$ cat src/rtl/random_walk_radial_histogram_macros.svh
// assertion macros shared by the random walk histogram design
`ifndef RANDOM_WALK_RADIAL_HISTOGRAM_MACROS_SVH
`define RANDOM_WALK_RADIAL_HISTOGRAM_MACROS_SVH

// same-cycle implication, disabled while in reset
`define RWRH_ASSERT(label, clk, rst_n, ante, cons) \
    label: assert property (@(posedge clk) disable iff (!rst_n) (ante) |-> (cons)) \
        else $error("rwrh assertion failed");

// next-cycle implication, disabled while in reset
`define RWRH_ASSERT_NEXT(label, clk, rst_n, ante, cons) \
    label: assert property (@(posedge clk) disable iff (!rst_n) (ante) |=> (cons)) \
        else $error("rwrh assertion failed");

`endif

$ cat src/rtl/rwrh_pkg.sv
// shared types, constants and helpers for the random walk histogram
`timescale 1ns / 1ps

package rwrh_pkg;

    localparam int POS_W  = 6;
    localparam int HE_W   = 4;
    localparam int STEP_W = 4;
    localparam int DIR_W  = 3;
    localparam int RAD_W  = 6;
    localparam int CNT_W  = 32;
    localparam int FRAC_W = 17;
    localparam int D2_W   = 12;
    localparam int QBITS  = 16;

    typedef logic signed [POS_W-1:0] pos_t;
    typedef logic [HE_W-1:0]         half_t;
    typedef logic [DIR_W-1:0]        dir_t;

    // step directions
    localparam dir_t DIR_XP = 3'd0;
    localparam dir_t DIR_XM = 3'd1;
    localparam dir_t DIR_YP = 3'd2;
    localparam dir_t DIR_YM = 3'd3;
    localparam dir_t DIR_ZP = 3'd4;
    localparam dir_t DIR_ZM = 3'd5;

    // item kinds
    localparam logic FUNC_STEP  = 1'b0;
    localparam logic FUNC_QUERY = 1'b1;

    localparam logic [FRAC_W-1:0] FRAC_ONE = 17'h10000;

    typedef struct packed {
        logic clr_en;
        logic walk;
        logic scan_start;
        logic scan_run;
        logic div_start;
        logic out_load;
    } ctrl_cmd_t;

    typedef struct packed {
        logic clr_last;
        logic walk_final;
        logic hist_done;
        logic scan_last;
        logic acc_done;
        logic div_done;
        logic out_full;
    } ctrl_sts_t;

    function automatic logic [D2_W-1:0] sq(input pos_t v);
        logic [POS_W-1:0] a;
        logic [D2_W-1:0]  ae;
        begin
            a  = v[POS_W-1] ? POS_W'(-v) : POS_W'(v);
            ae = {{(D2_W-POS_W){1'b0}}, a};
            return ae * ae;
        end
    endfunction

endpackage

$ cat src/rtl/rwrh_ctrl.sv
// controller state machine sequencing clear, walk, scan and divide
`timescale 1ns / 1ps

module rwrh_ctrl
    import rwrh_pkg::*;
(
    input  logic      clk,
    input  logic      rst_n,
    input  logic      req_valid,
    input  logic      req_func,
    output logic      req_ready,
    input  ctrl_sts_t sts,
    output ctrl_cmd_t cmd
);

    typedef enum logic [7:0] {
        S_CLEAR   = 8'b0000_0001,
        S_IDLE    = 8'b0000_0010,
        S_HIST    = 8'b0000_0100,
        S_SCAN    = 8'b0000_1000,
        S_DRAIN   = 8'b0001_0000,
        S_DIVGO   = 8'b0010_0000,
        S_DIVWAIT = 8'b0100_0000,
        S_OUT     = 8'b1000_0000
    } state_t;

    state_t state_reg, state_next;
    logic   accept;

    assign req_ready = state_reg == S_IDLE;
    assign accept    = req_valid && req_ready;

    always_comb begin
        cmd            = '0;
        cmd.clr_en     = state_reg == S_CLEAR;
        cmd.walk       = accept && (req_func == FUNC_STEP);
        cmd.scan_start = accept && (req_func == FUNC_QUERY);
        cmd.scan_run   = state_reg == S_SCAN;
        cmd.div_start  = state_reg == S_DIVGO;
        cmd.out_load   = (state_reg == S_OUT) && !sts.out_full;
    end

    always_comb begin
        state_next = state_reg;
        unique case (state_reg)
            S_CLEAR: begin
                if (sts.clr_last) begin
                    state_next = S_IDLE;
                end
            end
            S_IDLE: begin
                if (accept) begin
                    if (req_func == FUNC_QUERY) begin
                        state_next = S_SCAN;
                    end
                    else if (sts.walk_final) begin
                        state_next = S_HIST;
                    end
                end
            end
            S_HIST: begin
                if (sts.hist_done) begin
                    state_next = S_IDLE;
                end
            end
            S_SCAN: begin
                if (sts.scan_last) begin
                    state_next = S_DRAIN;
                end
            end
            S_DRAIN: begin
                if (sts.acc_done) begin
                    state_next = S_DIVGO;
                end
            end
            S_DIVGO: begin
                state_next = S_DIVWAIT;
            end
            S_DIVWAIT: begin
                if (sts.div_done) begin
                    state_next = S_OUT;
                end
            end
            S_OUT: begin
                if (!sts.out_full) begin
                    state_next = S_IDLE;
                end
            end
            default: begin
                state_next = S_IDLE;
            end
        endcase
    end

    always_ff @(posedge clk or negedge rst_n) begin
        if (!rst_n) begin
            state_reg <= S_CLEAR;
        end
        else begin
            state_reg <= state_next;
        end
    end

endmodule

$ cat config.mk
export PLATFORM = sky130hd
export DESIGN_NAME = rwrh_ctrl
export DESIGN_NICKNAME = d
export VERILOG_FILES = /design/src/rtl/random_walk_radial_histogram_macros.svh /design/src/rtl/rwrh_pkg.sv /design/src/rtl/rwrh_ctrl.sv
export SDC_FILE = /design/constraint.sdc
export NUM_CORES = 1
export LEC_CHECK = 0
export ABC_AREA = 1
export BUFFER_PORTS_ARGS = -buffer_cell sky130_fd_sc_hd__buf_4
export CORE_AREA = 2 2 39 41
export DETAILED_ROUTE_END_ITERATION = 16
export DIE_AREA = 0 0 41 43
export GPL_ROUTABILITY_DRIVEN = 0
export PLACE_DENSITY = 0.82
export SLEW_MARGIN = 20
export SYNTH_ARGS = -nofsm -noshare
export SYNTH_HDL_FRONTEND = slang
export SYNTH_SLANG_ARGS = --single-unit
$ cat constraint.sdc
create_clock -name clk -period 1.6 [get_ports clk]
set_input_delay 0.32 -clock clk [delete_from_list [all_inputs] [get_ports clk]]
set_output_delay 0.32 -clock clk [all_outputs]
set_load 0.005 [all_outputs]
## Yosys cells after proc, flatten, opt, wreduce, memory -nomap -nowiden

Cells that the tools add are included.

- ROM bits: 0
- Memories: 0
- Latch bits: 0
- Bits in registers: 8
- Memory bits (writable): 0

- Reductions and logical operators: 6
- Order comparisons: 0
- Div/mod/pow operators: 0
- Equality and inequality tests: 16
- Mux-type cells: 10
- Shift-type cells: 0
- Multiply operators: 0
- Add/subtract/negate cells: 0
- Bitwise logic cells: 1

Operators by type and width:

| operator | count |
|---|---|
| $mux W8 | 9 |
| $pmux W8 S8 | 1 |
| $ne A2 B2 Y1 const B | 6 |
| $eq A8 B1 Y1 const B | 1 |
| $eq A8 B2 Y1 const B | 1 |
| $eq A8 B3 Y1 const B | 1 |
| $eq A8 B4 Y1 const B | 1 |
| $eq A8 B5 Y1 const B | 1 |
| $eq A8 B6 Y1 const B | 1 |
| $eq A8 B7 Y1 const B | 1 |
| $eq A8 B8 Y1 const B | 1 |
| $reduce_and A8 Y1 | 1 |
| $logic_and A1 B1 Y1 | 4 |
| $ne A3 B2 Y1 const B | 1 |
| $ne A2 B1 Y1 const B | 1 |
| $logic_not A1 Y1 | 1 |
| $not A1 Y1 | 1 |

## Logic depth before layout (Yosys ltp)

- Word-level depth: 4
- Gate-level depth with buffers: 9

## Least setup slack after synthesis

OpenSTA, ideal clock, no wires.

- Path type: flip-flop to output port
- From: register state_reg[7]
- To: output port cmd[4] (netlist name)
- Data arrival time: 976 ps
- Slack: 304 ps
- Stages on the path, launching flop included: 6
- Path buffers: 0
- Cell sequence: dfrtp_1 -> nor2_2 -> nand2_2 -> nor2_4 -> inv_1 -> nor3_1

RTL lines:

| what | RTL line | text |
|---|---|---|
| start: declaration | rwrh_ctrl.sv:27 | `state_t state_reg, state_next;` |
| start signal: assignment | rwrh_ctrl.sv:100 | `state_reg <= state_next;` |
| end: declaration | rwrh_ctrl.sv:13 | `output ctrl_cmd_t cmd` |

==> impl_metrics.ini <==
[routing]
num_vias = 695
wire_per_inst_um = 12.4
first_pass_iters = 6
ant_nets = 0
drt_iter0_markers = 12
vias_per_cell = 4.93
drc_errors = 0
routed_wl_um = 1740

[clocking]
cts_buffers = 3
root_buffer = clkbuf_4
tritoncts = done
clkTransAtPathRegs_ns = 0.06
cts.htree.levels = 1
worstSkewPairLatency_ns = 0.26
cts.sinks = 8
clockBufferDepth = 2

[timing]
postLayoutSetupSlackWorst_ns = -0.113
min_period_ns = 1.71
max_freq_mhz = 584
rsz0062_at_grt = true
report.final.hold_viol_count = 0
fin_crit_sh_pct = 107
fin_setup_tns_ns = -0.433
finalMaxSlewViolations = 0
worst_slew_pin_slew_ns = 0.221
skew_ns = 0.00805
slew_headroom_pct = 85.2
setup_viol = 6

[cells_and_area]
largest_register_ffs = 8
areaGrowthSynthToFinish_pct = 53.3
num_antenna_cells = 0
final_layout_size_suffix_gt1_share_pct = 51.2
fin_nets = 137
finalNonFillerCells = 141

[placement]
portBuffers = 17
place_hpwl_um = 1170
dp_cells = 124

[global_routing]
grt_first_pass_wirelength_um = 2650
grt_pass1_vias = 683
antenna_found_initial = 0
gr-usage-all-layers_pct = 22.5
grt_max_degree = 9
grt-ovfl-total = 0

[worst_setup_path]
crit_required_ns = 1.28
arrival_ns = 1.39
crit_type = flip-flop to output pin
path_cells = nor2_1 > nand2_2 > nor2_4 > inv_2 > nor3_2 > buf_4
cp_slowest_cell = dfrtp_1
crit_path_start_kind = flip-flop
cp-end-kind = output pin
critPathMaxFanout = 4
critical_path_buf_inv_count = 2
cpPeakStageDelay_ns = 0.42
critPathTopFamily = simple AND/OR/NAND/NOR gates

[pwr]
p_leak_nw = 0.540
p_int_w = 0.000721
power_w = 0.00127
ir_drop_mv = 0.763
pwr-share-comb_pct = 64.9
power_switching_w = 0.000553
seqPwrFrac_pct = 21.7
switching_share_pct = 43.4
clockPowerShare_pct = 13.4
power_density_nw_per_um2 = 1360

[synthesis]
syn_nets = 102
synth_edf_count = 0
netlist_area_um2 = 611
synth_largest_area_cell = dfrtp_1
ys.flop_type = dfrtp_1
synth_area_per_cell_um2 = 6.71
synthCells = 91
ys_async_sr_fraction_pct = 100
synth_top_area_share_pct = 28.7
yosysMostFrequentCell = nand2_1
ys_seq_elements = 8
yosysUniqueCellTypes = 17
yosysSeqAreaShare_pct = 33.0
yosys_warnings = 0
synth_area_leaders = dfrtp_1, nand2_1, nor2_1
synth_common_cells = nand2_1, nor2_1, inv_1

[floorplanning]
ios = 18
chipHeight_um = 43
start_util_pct = 44.1
core_um2 = 1380
die_area_um2 = 1760
rows = 14
die_w_um = 41

[status]
violations = setup timing
outcome = complete, but fails checks

[flow_run]
cap_viol_max_count = 0

[hold_path]
hold_path.class = primary input to flip-flop
==> final cells by class <==
type	count	area (um2)
Tap cell	16	20.0
Fill cell	105	448
Clock buffer	4	26.3
Timing Repair Buffer	30	239
Inverter	19	73.8
Sequential cell	8	201
Multi-Input combinational cell	64	375
==> cell usage in the layout (no fill, tap or decap), drive strengths merged <==
cell type    Yosys  routed
dlygate4sd3      0       1
o21ai            3       3
clkbuf           0       4
nor3             1       1
nand2           27      27
dfrtp            7       7
buf              0      29
inv             19      19
dfstp            1       1
nand3            9       9
nand3b           3       3
nor2            21      21
==> cells by family (layout without fill, tap and decap cells) <==
| kind of cell | Yosys count | after routing | synth area share, % |
|---|---|---|---|
| simple gates | 61 | 61 | 52.9 |
| buf+inv | 19 | 53 | 11.7 |
| flops | 8 | 8 | 33.0 |
| compound gates | 3 | 3 | 2.46 |
==> power by group through the flow <==
| stage | clock network (W) | registers [W] | logic [W] |
|---|---|---|---|
| after floorplan | 0 | 0.000265 | 0.000409 |
| after global routing | 0.000183 | 0.000277 | 0.000901 |
| after global placement | 0 | 0.000268 | 0.000530 |
| after detailed placement | 0 | 0.000274 | 0.000552 |
| after CTS | 0.000164 | 0.000270 | 0.000665 |
| final | 0.000171 | 0.000277 | 0.000827 |
==> per-stage QoR <==
step | utilization (%) | worst slack [ns] | hold WS [ns] | area (um2)
final | 67.6 | -0.113 | 0.265 | 936
after global routing | 67.6 | -0.169 | 0.289 | 936
after CTS | 60.8 | -0.0273 | 0.262 | 842
after detailed placement | 54.8 | 0.151 | 0.139 | 758
after global placement | 54.8 | 0.191 | 0.136 | 758
after floorplan | - | 0.304 | 0.0244 | 611
==> layer usage <==
metal	part of all wire, %	track usage [%]	vias up
li1	-	-	340
met1	36	24.3	325
met2	57	38.1	21
met3	2.6	3.66	9
met4	4.1	13.3	0
met5	0	0	-
==> path summary, 6_finish.rpt <==
kind                       cells after the start           end    startpoint  slack [ns]
min reg2reg                                    4  state_reg[0]  state_reg[0]        0.64
min in group asynchronous                      2  state_reg[6]         rst_n        0.41
max reg2reg                                   10  state_reg[4]  state_reg[3]        0.09
min                                            2  state_reg[6]        sts[1]        0.27
max in group asynchronous                      2  state_reg[0]         rst_n        0.97
max                                            6        cmd[4]  state_reg[3]       -0.11
==> what timing repair did <==
action | in CTS | in global routing
hold buffers | 1 | 0
setup endpoints to repair | 4 | 7
buffers inserted | 5 | 7
resized for setup | 4 | 15
pin swaps | 8 | 7
gates cloned | 0 | 0
hold endpoints to repair | 7 | 0
(Power assumes the default switching activity.)
